**src/hw/rtl/axt_pkg.sv**
```systemverilog
// Shared types and constants of the address cross-reference tracker.
// Holds the decoded micro-op that passes from the front end to the back end.
// No dependencies.
package axt_pkg;

  localparam int NUM_REGS = 32;
  localparam int REG_W    = 5;
  localparam int ADDR_W   = 64;
  localparam int INSTR_W  = 32;

  // Default queue depths; both must be at least 2.
  localparam int UOP_DEPTH_DEF = 4;
  localparam int OUT_DEPTH_DEF = 4;

  // Configuration register indexes.
  localparam logic CFG_TARGET_REG   = 1'b0;
  localparam logic CFG_TARGET_VALUE = 1'b1;

  // Opcode masks and match values.
  localparam logic [31:0] MASK_ADR      = 32'h9F00_0000;
  localparam logic [31:0] MATCH_ADR     = 32'h1000_0000;
  localparam logic [31:0] MATCH_ADRP    = 32'h9000_0000;
  localparam logic [31:0] MASK_IMM      = 32'hFFC0_0000;
  localparam logic [31:0] MATCH_ADD_IMM = 32'h9100_0000;
  localparam logic [31:0] MATCH_LDR_UOF = 32'hF940_0000;
  localparam logic [31:0] MASK_LDR_LIT  = 32'hFF00_0000;
  localparam logic [31:0] MATCH_LDR_LIT = 32'h5800_0000;
  localparam logic [31:0] INSTR_RET     = 32'hD65F_03C0;
  localparam logic [63:0] PAGE_MASK     = ~64'hFFF;

  typedef enum logic [1:0] {
    OP_NONE,   // no register change
    OP_SET,    // rd <= value
    OP_ADD,    // rd <= reg[rn] + value
    OP_CLEAR   // all registers cleared
  } op_t;

  typedef struct packed {
    op_t               op;
    logic              adrp;
    logic              new_search;
    logic [REG_W-1:0]  rd;
    logic [REG_W-1:0]  rn;
    logic [ADDR_W-1:0] value;
    logic [ADDR_W-1:0] pc;
  } uop_t;

endpackage

```
**src/hw/rtl/axt_queue.sv**
```systemverilog
// Small first-in first-out queue of flop slots with an occupancy count.
// Used between front and back end and for the result side.
// Depends on nothing.
module axt_queue #(
  parameter int WIDTH = 8,
  parameter int DEPTH = 4
) (
  input  logic                       clk,
  input  logic                       rst,
  input  logic                       push,
  input  logic [WIDTH-1:0]           push_data,
  output logic                       full,
  input  logic                       pop,
  output logic [WIDTH-1:0]           pop_data,
  output logic                       empty,
  output logic [$clog2(DEPTH+1)-1:0] count
);

  localparam int PW = $clog2(DEPTH);
  localparam int CW = $clog2(DEPTH + 1);
  localparam logic [PW-1:0] LAST = PW'(DEPTH - 1);
  localparam logic [CW-1:0] FULL_CNT = CW'(DEPTH);

  logic [WIDTH-1:0] slots [DEPTH];
  logic [PW-1:0]    wr_ptr;
  logic [PW-1:0]    rd_ptr;
  logic             do_push;
  logic             do_pop;

  assign full     = (count == FULL_CNT);
  assign empty    = (count == '0);
  assign do_push  = push && !full;
  assign do_pop   = pop && !empty;
  assign pop_data = slots[rd_ptr];

  always_ff @(posedge clk) begin
    if (do_push) begin
      slots[wr_ptr] <= push_data;
    end
  end

  always_ff @(posedge clk) begin
    if (rst) begin
      wr_ptr <= '0;
      rd_ptr <= '0;
      count  <= '0;
    end else begin
      if (do_push) begin
        wr_ptr <= (wr_ptr == LAST) ? '0 : wr_ptr + 1'b1;
      end
      if (do_pop) begin
        rd_ptr <= (rd_ptr == LAST) ? '0 : rd_ptr + 1'b1;
      end
      if (do_push && !do_pop) begin
        count <= count + 1'b1;
      end else if (do_pop && !do_push) begin
        count <= count - 1'b1;
      end
    end
  end

endmodule

```
**src/hw/rtl/axt_front.sv**
```systemverilog
// Front end: decodes one instruction word into a micro-op and forms
// pc-relative addresses. Depends on axt_pkg.
module axt_front (
  input  logic                        push,
  input  logic [31:0]                 instr,
  input  logic [63:0]                 instr_addr,
  input  logic                        new_search,
  input  logic                        uq_full,
  output logic                        full,
  output logic                        uq_push,
  output axt_pkg::uop_t               uq_data
);

  logic [18:0] imm19;
  logic [20:0] imm_hilo;
  logic [63:0] base;
  logic [63:0] offset;
  logic        is_adrp;

  assign full     = uq_full;
  assign uq_push  = push && !uq_full;
  assign imm19    = instr[23:5];
  assign imm_hilo = {instr[23:5], instr[30:29]};
  assign is_adrp  = ((instr & axt_pkg::MASK_ADR) == axt_pkg::MATCH_ADRP)
                    && ((instr & axt_pkg::MASK_LDR_LIT) != axt_pkg::MATCH_LDR_LIT);

  always_comb begin
    uq_data            = '0;
    uq_data.rd         = instr[4:0];
    uq_data.rn         = instr[9:5];
    uq_data.pc         = instr_addr;
    uq_data.new_search = new_search;
    uq_data.op         = axt_pkg::OP_NONE;
    base               = instr_addr;
    offset             = '0;
    // first match wins
    if ((instr & axt_pkg::MASK_LDR_LIT) == axt_pkg::MATCH_LDR_LIT) begin
      uq_data.op = axt_pkg::OP_SET;
      offset     = {{43{imm19[18]}}, imm19, 2'b00};
    end else if ((instr & axt_pkg::MASK_ADR) == axt_pkg::MATCH_ADR) begin
      uq_data.op = axt_pkg::OP_SET;
      offset     = {{43{imm_hilo[20]}}, imm_hilo};
    end else if (is_adrp) begin
      uq_data.op   = axt_pkg::OP_SET;
      uq_data.adrp = 1'b1;
      base         = instr_addr & axt_pkg::PAGE_MASK;
      offset       = {{31{imm_hilo[20]}}, imm_hilo, 12'h000};
    end else if ((instr & axt_pkg::MASK_IMM) == axt_pkg::MATCH_ADD_IMM) begin
      uq_data.op = axt_pkg::OP_ADD;
      offset     = {52'h0, instr[21:10]};
    end else if ((instr & axt_pkg::MASK_IMM) == axt_pkg::MATCH_LDR_UOF) begin
      uq_data.op = axt_pkg::OP_ADD;
      offset     = {49'h0, instr[21:10], 3'b000};
    end else if (instr == axt_pkg::INSTR_RET) begin
      uq_data.op = axt_pkg::OP_CLEAR;
    end
    // set ops carry the finished address, add ops carry the immediate
    uq_data.value = (uq_data.op == axt_pkg::OP_SET) ? (base + offset) : offset;
  end

endmodule

```
**src/hw/rtl/axt_back.sv**
```systemverilog
// Back end: tracked register file, target shadow, hit check and config.
// Depends on axt_pkg; fed by the micro-op queue, feeds the result queue.
module axt_back #(
  parameter int OUT_DEPTH = axt_pkg::OUT_DEPTH_DEF
) (
  input  logic                           clk,
  input  logic                           rst,
  input  logic                           cfg_we,
  input  logic                           cfg_addr,
  input  logic [63:0]                    cfg_wdata,
  input  logic                           uq_empty,
  input  axt_pkg::uop_t                  uq_data,
  output logic                           uq_pop,
  input  logic [$clog2(OUT_DEPTH+1)-1:0] out_count,
  output logic                           res_push,
  output logic [63:0]                    res_data
);

  localparam int CW = $clog2(OUT_DEPTH + 1);
  localparam int RW = axt_pkg::REG_W;

  // configuration
  logic [RW-1:0] tgt_reg;
  logic [63:0]   tgt_value;
  logic          reload_req;
  logic          reload_rd;

  // register file and valid bits
  logic [63:0]                  regs [axt_pkg::NUM_REGS];
  logic [axt_pkg::NUM_REGS-1:0] reg_valid;
  logic [axt_pkg::NUM_REGS-1:0] reg_valid_next;
  logic [63:0]                  rdata;
  logic                         rdata_valid;
  logic [RW-1:0]                rd_addr;

  // execute stage
  logic          x_valid;
  axt_pkg::uop_t x_op;
  logic          byp_hit;
  logic          byp_zero;
  logic [63:0]   byp_val;

  // tracker state
  logic          done;
  logic [63:0]   tgt_val;

  logic [63:0]   src;
  logic [63:0]   wr_val;
  logic          wen;
  logic          clr_all;
  logic [63:0]   tgt_cur;
  logic [63:0]   tgt_new;
  logic          done_cur;
  logic          hit;
  logic [CW:0]   in_flight;

  assign in_flight = {1'b0, out_count} + {{CW{1'b0}}, x_valid};
  assign uq_pop    = !uq_empty && !reload_req && !reload_rd
                     && (in_flight < (CW+1)'(OUT_DEPTH));
  assign rd_addr   = reload_req ? tgt_reg : uq_data.rn;

  always_comb begin
    if (x_op.new_search) begin
      src = '0;
    end else if (byp_hit) begin
      src = byp_val;
    end else if (byp_zero || !rdata_valid) begin
      src = '0;
    end else begin
      src = rdata;
    end
    wen     = 1'b0;
    wr_val  = x_op.value;
    clr_all = x_op.new_search;
    case (x_op.op)
      axt_pkg::OP_SET:   wen = 1'b1;
      axt_pkg::OP_ADD: begin
        wen    = 1'b1;
        wr_val = src + x_op.value;
      end
      axt_pkg::OP_CLEAR: clr_all = 1'b1;
      default:           wen = 1'b0;
    endcase
    tgt_cur  = x_op.new_search ? '0 : tgt_val;
    done_cur = x_op.new_search ? 1'b0 : done;
    if (x_op.op == axt_pkg::OP_CLEAR) begin
      tgt_new = '0;
    end else if (wen && (x_op.rd == tgt_reg)) begin
      tgt_new = wr_val;
    end else begin
      tgt_new = tgt_cur;
    end
    hit      = x_valid && !x_op.adrp && !done_cur && (x_op.rd == tgt_reg)
               && ((tgt_value == '0) || (tgt_new == tgt_value));
    res_push = hit;
    res_data = (tgt_value == '0) ? tgt_new : x_op.pc;
  end

  always_comb begin
    reg_valid_next = reg_valid;
    if (x_valid && clr_all) begin
      reg_valid_next = '0;
    end
    if (x_valid && wen) begin
      reg_valid_next[x_op.rd] = 1'b1;
    end
  end

  // register file: one write, one registered read
  always_ff @(posedge clk) begin
    if (x_valid && wen) begin
      regs[x_op.rd] <= wr_val;
    end
    rdata       <= regs[rd_addr];
    rdata_valid <= reg_valid[rd_addr];
  end

  // operand bypass from the op that retires on the read edge
  always_ff @(posedge clk) begin
    x_op     <= uq_data;
    byp_val  <= wr_val;
    byp_hit  <= x_valid && wen && (x_op.rd == uq_data.rn);
    byp_zero <= x_valid && clr_all;
  end

  always_ff @(posedge clk) begin
    if (rst) begin
      x_valid    <= 1'b0;
      reg_valid  <= '0;
      done       <= 1'b0;
      tgt_val    <= '0;
      tgt_reg    <= '0;
      tgt_value  <= '0;
      reload_req <= 1'b0;
      reload_rd  <= 1'b0;
    end else begin
      x_valid   <= uq_pop;
      reg_valid <= reg_valid_next;
      if (x_valid) begin
        tgt_val <= tgt_new;
        done    <= hit || done_cur;
      end else if (reload_rd) begin
        tgt_val <= rdata_valid ? rdata : '0;
      end
      // refresh the target shadow after the target register changes
      reload_rd <= reload_req && !x_valid;
      if (cfg_we && (cfg_addr == axt_pkg::CFG_TARGET_REG)) begin
        tgt_reg    <= cfg_wdata[RW-1:0];
        reload_req <= 1'b1;
      end else if (!x_valid) begin
        reload_req <= 1'b0;
      end
      if (cfg_we && (cfg_addr == axt_pkg::CFG_TARGET_VALUE)) begin
        tgt_value <= cfg_wdata;
      end
    end
  end

  a_pop_not_empty: assert property (@(posedge clk) disable iff (rst)
    uq_pop |-> !uq_empty)
    else $error("micro-op popped from empty queue");

  a_result_room: assert property (@(posedge clk) disable iff (rst)
    res_push |-> (out_count < CW'(OUT_DEPTH)))
    else $error("result pushed without queue room");

  a_done_after_hit: assert property (@(posedge clk) disable iff (rst)
    res_push |=> done)
    else $error("search not closed after hit");

  a_reload_idle: assert property (@(posedge clk) disable iff (rst)
    reload_rd |-> !x_valid)
    else $error("shadow reload overlaps an executing op");

endmodule

```
**src/hw/rtl/arm64_address_xref_tracker_unit.sv**
```systemverilog
// ARM64 address cross-reference tracker, top level.
// Uses axt_pkg, axt_front, axt_queue and axt_back.
//
// Scans ARM64 instruction words (with their addresses) and tracks the
// addresses built by LDR literal, ADR, ADRP, ADD immediate and LDR unsigned
// offset in 32 shadow registers; RET and new_search clear them. After every
// non-ADRP instruction whose Rd is target_reg it checks for a hit: with
// target_value zero it reports the register value, otherwise the address of
// the instruction that made the register equal target_value. One answer per
// search. Rate: one instruction per clock while the micro-op queue has room
// and the back end is not stalled; an item passes the micro-op queue, then
// the execute stage with its registered register-file read, to the result
// queue. A write to target_reg holds the back end while the target shadow
// is reloaded from the register file; pushes still land in the micro-op queue.
module arm64_address_xref_tracker_unit #(
  parameter int UOP_DEPTH = axt_pkg::UOP_DEPTH_DEF,
  parameter int OUT_DEPTH = axt_pkg::OUT_DEPTH_DEF
) (
  input  logic        clk,
  input  logic        rst,
  // instruction side
  input  logic        push,
  output logic        full,
  input  logic [31:0] instr,
  input  logic [63:0] instr_addr,
  input  logic        new_search,
  // result side
  output logic        empty,
  input  logic        pop,
  output logic [63:0] answer,
  // configuration
  input  logic        cfg_we,
  input  logic        cfg_addr,
  input  logic [63:0] cfg_wdata
);

  localparam int UOP_W = $bits(axt_pkg::uop_t);
  localparam int OCW   = $clog2(OUT_DEPTH + 1);

  logic                 uq_full;
  logic                 uq_push;
  axt_pkg::uop_t        uq_in;
  logic [UOP_W-1:0]     uq_out;
  logic                 uq_empty;
  logic                 uq_pop;
  logic                 res_push;
  logic [63:0]          res_data;
  logic [OCW-1:0]       out_count;

  // decode and classify each transaction on the way in
  axt_front u_front (
    .push       (push),
    .instr      (instr),
    .instr_addr (instr_addr),
    .new_search (new_search),
    .uq_full    (uq_full),
    .full       (full),
    .uq_push    (uq_push),
    .uq_data    (uq_in)
  );

  // decouple the front from the register file
  axt_queue #(
    .WIDTH (UOP_W),
    .DEPTH (UOP_DEPTH)
  ) u_uop_q (
    .clk       (clk),
    .rst       (rst),
    .push      (uq_push),
    .push_data (uq_in),
    .full      (uq_full),
    .pop       (uq_pop),
    .pop_data  (uq_out),
    .empty     (uq_empty),
    .count     ()
  );

  // execute: register file update and hit check
  axt_back #(
    .OUT_DEPTH (OUT_DEPTH)
  ) u_back (
    .clk       (clk),
    .rst       (rst),
    .cfg_we    (cfg_we),
    .cfg_addr  (cfg_addr),
    .cfg_wdata (cfg_wdata),
    .uq_empty  (uq_empty),
    .uq_data   (axt_pkg::uop_t'(uq_out)),
    .uq_pop    (uq_pop),
    .out_count (out_count),
    .res_push  (res_push),
    .res_data  (res_data)
  );

  // hold answers until the consumer takes them; the back end only
  // issues an op when a slot is guaranteed
  axt_queue #(
    .WIDTH (64),
    .DEPTH (OUT_DEPTH)
  ) u_out_q (
    .clk       (clk),
    .rst       (rst),
    .push      (res_push),
    .push_data (res_data),
    .full      (),
    .pop       (pop),
    .pop_data  (answer),
    .empty     (empty),
    .count     (out_count)
  );

endmodule
```
**config.mk**
```make
export PLATFORM = sky130hd
export DESIGN_NAME = arm64_address_xref_tracker_unit
export DESIGN_NICKNAME = d
export VERILOG_FILES = /design/src/hw/rtl/axt_pkg.sv /design/src/hw/rtl/axt_queue.sv /design/src/hw/rtl/axt_front.sv /design/src/hw/rtl/axt_back.sv /design/src/hw/rtl/arm64_address_xref_tracker_unit.sv
export SDC_FILE = /design/constraint.sdc
export NUM_CORES = 2
export LEC_CHECK = 0
export BUFFER_PORTS_ARGS = -buffer_cell sky130_fd_sc_hd__buf_2
export CORE_ASPECT_RATIO = 0.9
export CORE_MARGIN = 2
export CORE_UTILIZATION = 37
export DETAILED_ROUTE_END_ITERATION = 12
export PLACE_DENSITY = 0.5
export SLEW_MARGIN = 20
export SYNTH_ARGS = -nofsm -noshare
export SYNTH_HDL_FRONTEND = slang
export SYNTH_SLANG_ARGS = --single-unit
```
**constraint.sdc**
```tcl
create_clock -name clk -period 10.7 [get_ports clk]
set_input_delay 1.605 -clock clk [delete_from_list [all_inputs] [get_ports clk]]
set_output_delay 1.605 -clock clk [all_outputs]
set_load 0.05 [all_outputs]
```
After elaboration in Yosys (flattened, before gate mapping)
Memory sizes are Yosys's and may differ from the RTL's. A register that Yosys moved wholly into a read port is not among the register bits.
Index checks and enable logic that the tools add are counted.
{ "word_totals": {"ff_bits": 387, "ramBits": 2872, "in_bits": 167, "output_inout_bits": 66, "wordCells": 173, "mem_count": 3} }
{ "mem_list": {"columns": ["memory", "depth", "word_bits", "rd", "rd_clocked_by_memory_dff", "wr", "line_no", "rtl"], "rows": [
  ["u_back.regs", 32, 64, 1, 1, 1, "axt_back.sv:29", "logic [63:0] regs [axt_pkg::NUM_REGS];"],
  ["u_uop_q.slots", 4, 142, 1, 1, 1, "axt_queue.sv:24", "logic [WIDTH-1:0] slots [DEPTH];"],
  ["u_out_q.slots", 4, 64, 1, 1, 1, "axt_queue.sv:24", null]
]} }
{ "classes": {"add_sub_neg": 11, "magnitude_cmp": 4, "eq_ne": 21, "mux": 59, "bitwise_logic": 2, "n_reduce_logical": 49} }
{ "op_table": {"columns": ["cell", "n"], "rows": [
  ["$mux W64", 16],
  ["$add A64 B64 Y64", 2],
  ["$eq A64 B64 Y1", 1],
  ["$logic_not A64 Y1", 1],
  ["$mux W32", 2],
  ["$mux W12", 3],
  ["$eq A32 B32 Y1 const B", 1],
  ["$or A32 B32 Y32", 1],
  ["$mux W2", 14],
  ["$logic_and A1 B1 Y1", 25],
  ["$eq A10 B10 Y1 const B", 2],
  ["$mux W1", 16],
  ["$mux W15", 1],
  ["$logic_not A1 Y1", 14],
  ["$eq A2 B2 Y1 const B", 6],
  ["$lt A5 B6 Y1 const B", 2],
  ["$mux W3", 4],
  ["$eq A5 B5 Y1", 2],
  ["$add A2 B1 Y2 const B", 4],
  ["$eq A8 B7 Y1 const B", 1],
  ["$ne A8 B7 Y1 const B", 1],
  ["$add A3 B1 Y3 const B", 2],
  ["$eq A3 B3 Y1 const B", 2],
  ["$eq A6 B5 Y1 const B", 1],
  ["15 further kinds", 22]
]} }

Longest topological paths before layout
{ "depth": {"ltp_word": 17, "ltp_mapped": 30, "mapped_depth_nobuf": 26} }

Cells and area by module
From an unflattened synthesis, not the netlist that was laid out.
{ "hier_totals": {"cells_unflattened": 8740, "hier_area_um2": 137709.6} }
{ "by_module_without_submodules": {"columns": ["module", "instances", "cells_each", "area_each_um2", "seq_area_each_um2"], "rows": [
  ["axt_back", 1, 6703, 101328.4, 70247.4],
  ["axt_queue (u_uop_q)", 1, 792, 20936.3, 17236.5],
  ["axt_queue (u_out_q)", 1, 384, 9733.1, 7867.5],
  ["axt_front", 1, 861, 5711.7, 0.0]
]} }

Worst setup path after synthesis
Ideal clock, no wire load.
{ "synth_timing": {"path_kind": "register to register", "startpoint": "register u_back.x_op[138] (netlist name)", "endpoint": "memory u_out_q.slots[12][0], in the netlist u_out_q.slots[3][0], enable pin", "setup_time_ns": 0.486, "t_arrival_ns": 8.792, "required_ns": 10.214, "path_slack_ns": 1.422, "stages_incl_launch_ff": 23, "path_buffers": 7, "synth_period_minus_slack_ns": 9.278, "cell_sequence": "dfxtp_1 > clkbuf_1 > clkbuf_1 > clkbuf_1 > clkbuf_1 > clkbuf_1 > buf_1 > nor2_1 > ha_1 > buf_2 > a21oi_1 > nand2_1 > o21ai_0 > a21oi_1 > o21ai_0 > nand2_1 > o31ai_1 > mux2i_1 > nor4bb_1 > nand4_2 > o21ai_4 > nand2_1 > nor2_1"} }
{ "synth_between": {"elab_chain_cells": 11, "elab_cells_between_ends": 16, "cone_classes": "1 x add/sub; 1 x eq/ne; 8 x mux; 6 x reduce/logical"} }
{ "synth_lines": {"columns": ["item", "line_no", "rtl"], "rows": [
  ["start: declaration", "axt_back.sv:38", "axt_pkg::uop_t x_op;"],
  ["start signal: assignment", "axt_back.sv:120", "x_op <= uq_data;"],
  ["$mux W64", "axt_back.sv:63", "if (x_op.new_search) begin"],
  ["$add A64 B64 Y64", "axt_back.sv:79", "wr_val = src + x_op.value;"],
  ["$mux W64", "axt_back.sv:75", "case (x_op.op)"],
  ["net u_back.wr_val[44]", "axt_back.sv:48", "logic [63:0] wr_val;"],
  ["$mux W64", "axt_back.sv:88", "end else if (wen && (x_op.rd == tgt_reg)) begin"],
  ["$mux W64", "axt_back.sv:86", "if (x_op.op == axt_pkg::OP_CLEAR) begin"],
  ["$eq A64 B64 Y1", "axt_back.sv:94", "&& ((tgt_value == '0) || (tgt_new == tgt_value));"],
  ["$logic_or A1 B1 Y1", "axt_back.sv:94", null],
  ["$logic_and A1 B1 Y1", "axt_back.sv:94", null],
  ["$logic_and A1 B1 Y1", "axt_queue.sv:32", "assign do_push = push && !full;"],
  ["$mux W1", "axt_queue.sv:37", "if (do_push) begin"],
  ["$mux W1 (implied by the code)", "axt_queue.sv:38", "slots[wr_ptr] <= push_data;"],
  ["end: declaration", "axt_queue.sv:24", null]
]} }
The timed path passes the listed nets, and every way through them passes these cells.

Worst setup path after layout
{ "layout_timing": {"startpoint": "register u_back.rdata_valid", "endpoint": "register u_out_q.count[2]"} }
{ "layout_between": {"elab_chain_cells": 16, "elab_cells_between_ends": 18, "cone_classes": "1 x add/sub; 1 x eq/ne; 7 x mux; 9 x reduce/logical"} }
{ "layout_lines": {"columns": ["item", "line_no", "rtl"], "rows": [
  ["start: declaration", "axt_back.sv:33", "logic rdata_valid;"],
  ["start signal: assignment", "axt_back.sv:115", "rdata_valid <= reg_valid[rd_addr];"],
  ["$logic_not A1 Y1 (*)", "axt_back.sv:67", "end else if (byp_zero || !rdata_valid) begin"],
  ["$logic_or A1 B1 Y1 (*)", "axt_back.sv:67", null],
  ["$mux W64 (*)", "axt_back.sv:67", null],
  ["$mux W64 (*)", "axt_back.sv:65", "end else if (byp_hit) begin"],
  ["$mux W64 (*)", "axt_back.sv:63", null],
  ["$add A64 B64 Y64 (*)", "axt_back.sv:79", null],
  ["$mux W64 (*)", "axt_back.sv:75", null],
  ["$mux W64 (*)", "axt_back.sv:88", null],
  ["$mux W64 (*)", "axt_back.sv:86", null],
  ["$eq A64 B64 Y1 (*)", "axt_back.sv:94", null],
  ["$logic_or A1 B1 Y1 (*)", "axt_back.sv:94", null],
  ["$logic_and A1 B1 Y1 (*)", "axt_back.sv:94", null],
  ["$logic_and A1 B1 Y1 (*)", "axt_queue.sv:32", null],
  ["net u_out_q.do_push", "axt_queue.sv:27", "logic do_push;"],
  ["$logic_not A1 Y1", "axt_queue.sv:56", "end else if (do_pop && !do_push) begin"],
  ["$logic_and A1 B1 Y1", "axt_queue.sv:56", null],
  ["$reduce_bool A2 Y1 (no line)", null, null],
  ["end signal: assignment", "axt_queue.sv:55", "count <= count + 1'b1;"],
  ["end signal: assignment", "axt_queue.sv:57", "count <= count - 1'b1;"],
  ["end: declaration", "axt_queue.sv:16", "output logic [$clog2(DEPTH+1)-1:0] count"]
]} }
Mark *: on every way through the listed nets, which the timed path passes. The rest lies on a longest branch.
A chain may end at the register's enable or synchronous reset.

==> results.cfg <==
[status]
status = finished, final reports clean

[logic_synthesis]
synth_nets = 8797
ys_seq_area_share_pct = 69.9
synth_edf_count = 2872
yosys-top-cells-count = edfxtp_1, nand2_1, mux4_2, nand3_1, dfxtp_1
ys_ff_latch = 3327
ys_top_cells_by_area = edfxtp_1, mux4_2, dfxtp_1
synth_top_family_by_area = multiplexers
synthAdderAreaFrac_pct = 1.34
synth_flop_cell = edfxtp_1
synth_xor_area_share_pct = 0.889
avgSynthCellArea_um2 = 16.1
muxShareOfSynthArea_pct = 12.6
synth.most_common_cell = edfxtp_1
synth-compound-area-share_pct = 5.70
synthesis.area_mm2 = 0.136
synthSimpleGateAreaFrac_pct = 7.87
synth_top_cell_by_area = edfxtp_1
yosys_warnings = 0
synth_cell_types = 119
synthArstFlopShare_pct = 0
synth_top_area_share_pct = 63.2
syn_inst = 8486

[cts]
cts_tree = done
root_buffer = clkbuf_16
post-cts-setup-buffers = 0
clock_path_buffers = 4
cts_made_buffers = 347
htreeDepth = 5
clk_pin_slew_ps = 60
cts.sink_count = 3327
clk_latency_ps = 960
postCtsHoldBufs = 0
ctsResizeCount = 0

[route]
dr.pass1.iters = 6
highest_layer = met5
drtIter0Drc = 10200
wl_met1_um = 229000
antenna_left = 0
num_vias = 82900
routed-wl-met2_um = 225000
postRouteWirelength_um = 506000
met3_length_um = 36400
avgViaCountPerCell = 5.90
drc = 0
wl_per_cell_um = 36.0

[critical_path]
critical_path.startpoint = u_back.rdata_valid$_DFF_P_
cp-start-kind = flip-flop
worst_ep_arrival_time_ps = 10350
crit_fanout = 25
worstPathRequired_ps = 11560
slowest_delay_ps = 910
cp-end-kind = flip-flop
rr_startpoint = u_back.rdata_valid$_DFF_P_
crit_buf_inv = 4
cp_common_cell = a21oi_1
critical_path_class = flip-flop to flip-flop
cp_top_family = simple AND/OR/NAND/NOR gates
cp_slowest_cell = a21oi_1

[flow_run]
max-cap-violations = 0

[die]
die_area_mm2 = 0.374
initial_utilization_pct = 37.2
io_pins = 233
placementRows = 211
core-area_mm2 = 0.367
dieWidth_um = 644
die_height_um = 580

[layout]
largest_reg_flops = 2048
num-fill-cells = 32900
final_cells = 14000
area_growth_pct = 14.3
reg_top3 = u_back.regs x2048, u_uop_q.slots x568, u_out_q.slots x256
fin_util_pct = 42.5
nets = 9144
drive_gt1_share_pct = 21.5
top_register = u_back.regs

[timing]
finalClockSkew_ps = 63.1
fmaxAchievable_ghz = 0.105
final.setup.tns_ps = 0
hold_viol = 0
min_period_ps = 9490
drv_slew = 0
maxSlewHeadroom_pct = 16.7
grt_setup_unrepaired = false
setup_viol = 0
tightest_slew_ps = 1240
period_share_pct = 88.7

[grt]
grt_overflow = 0
grt_pass1_wl_um = 687000
grt_usage_pct = 26.5
antenna_found_initial = 54
grt_max_degree = 113
grt_pass1_vias = 81200

[min_path]
hold_start = u_back.reg_valid[21]$_SDFF_PP0_
min_path_type = flip-flop to flip-flop

[place]
dp.cells = 13400
io_buffers = 232
dpl.hpwl_um = 327000
place.gp.congestion = 0.982

[power_and_ir_drop]
powerDensity_mw_per_mm2 = 294
max-vdd-ir-drop_uv = 268
p_leak_nw = 51.5
==> area by class of cell <==
cell class	instances	area [um^2]	area share [%]
Tap cell	4899	6130	3.93
Clock buffer	480	9650	6.19
Timing Repair Buffer	490	3410	2.19
Inverter	75	282	0.181
Sequential cell	3327	95400	61.2
Antenna cell	18	45.0	0.0289
Multi-Input combinational cell	4592	39500	25.3
Clock inverter	161	1580	1.01
==> per-layer routing <==
layer  up-vias  track usage (%)
met5         -                0
met4        16             7.50
met3       657             4.54
met2      3378             40.0
met1     44700             39.6
li1      34100                -
==> cell usage in the layout, fill, tap and decap left out, types with 60 or more instances in the layout <==
master / n
clkbuf_16: 353
ha_1: 138
xnor2_1: 80
dfxtp_1: 446
buf_2: 232
buf_4: 234
a21o_1: 86
a21oi_1: 308
a211oi_1: 65
clkbuf_1: 93
nor2_1: 335
nand4_1: 71
mux4_2: 726
inv_1: 72
nor2b_1: 99
nand2_1: 1035
a22oi_1: 81
o21ai_0: 180
nand3_1: 465
edfxtp_1: 2872
clkinv_2: 60
==> power breakdown <==
group          switching (mW)  internal [mW]  leakage [nW]
sequential               1.49           17.6          29.5
combinational            10.5           4.24          16.6
clock                    5.17           6.87          5.47
==> kinds of logic after synthesis <==
logic type / Yosys count
and+or+nand+nor: 2345
muxes: 810
DFF: 3327
xor gates and xnor gates: 136
AOI/OAI and AO/OA: 1157
buffers and inverters: 567
adders and majority gates: 144
==> per-stage QoR <==
stage	setup WS [ps]	hold WS, ps	area (um^2)	power, mW
detailed placement	1530	463	145000	33.9
CTS	1510	477	156000	46.0
global placement	791	453	144000	33.8
floorplan	1420	434	136000	26.7
global route	1180	508	156000	47.3
finish	1210	485	156000	45.8
==> worst reg2reg max path, cell delays in order, from the launching register on <==
cell      delay, ps
dfxtp_2         800
nor3b_2         580
buf_4           410
buf_4           390
a22oi_1         140
nor2_1          160
ha_1            350
a21oi_1         450
o21ai_0         420
a21oi_1         910
o21a_1          380
nor2_1           70
o21bai_1        160
nand3_1         220
or4_1           570
or4_1           580
nor4_2          590
nand4_2         290
o21ai_4         410
nand2_1         210
inv_1            90
ha_1            180
inv_1            60
fa_1            390
xor2_1          170
or3_1           310
a21oi_1         160
==> worst paths after layout <==
kind / to / slack, ps / cells past startpoint
setup reg to reg: u_out_q.count[2]$_SDFFE_PP0P_ / 1210 / 26
setup / recovery: u_out_q.count[2]$_SDFFE_PP0P_ / 1210 / 26
hold / removal: u_back.reg_valid[21]$_SDFF_PP0_ / 490 / 2
hold reg to reg: u_back.reg_valid[21]$_SDFF_PP0_ / 490 / 2
Power figures use the tool's default switching activity.
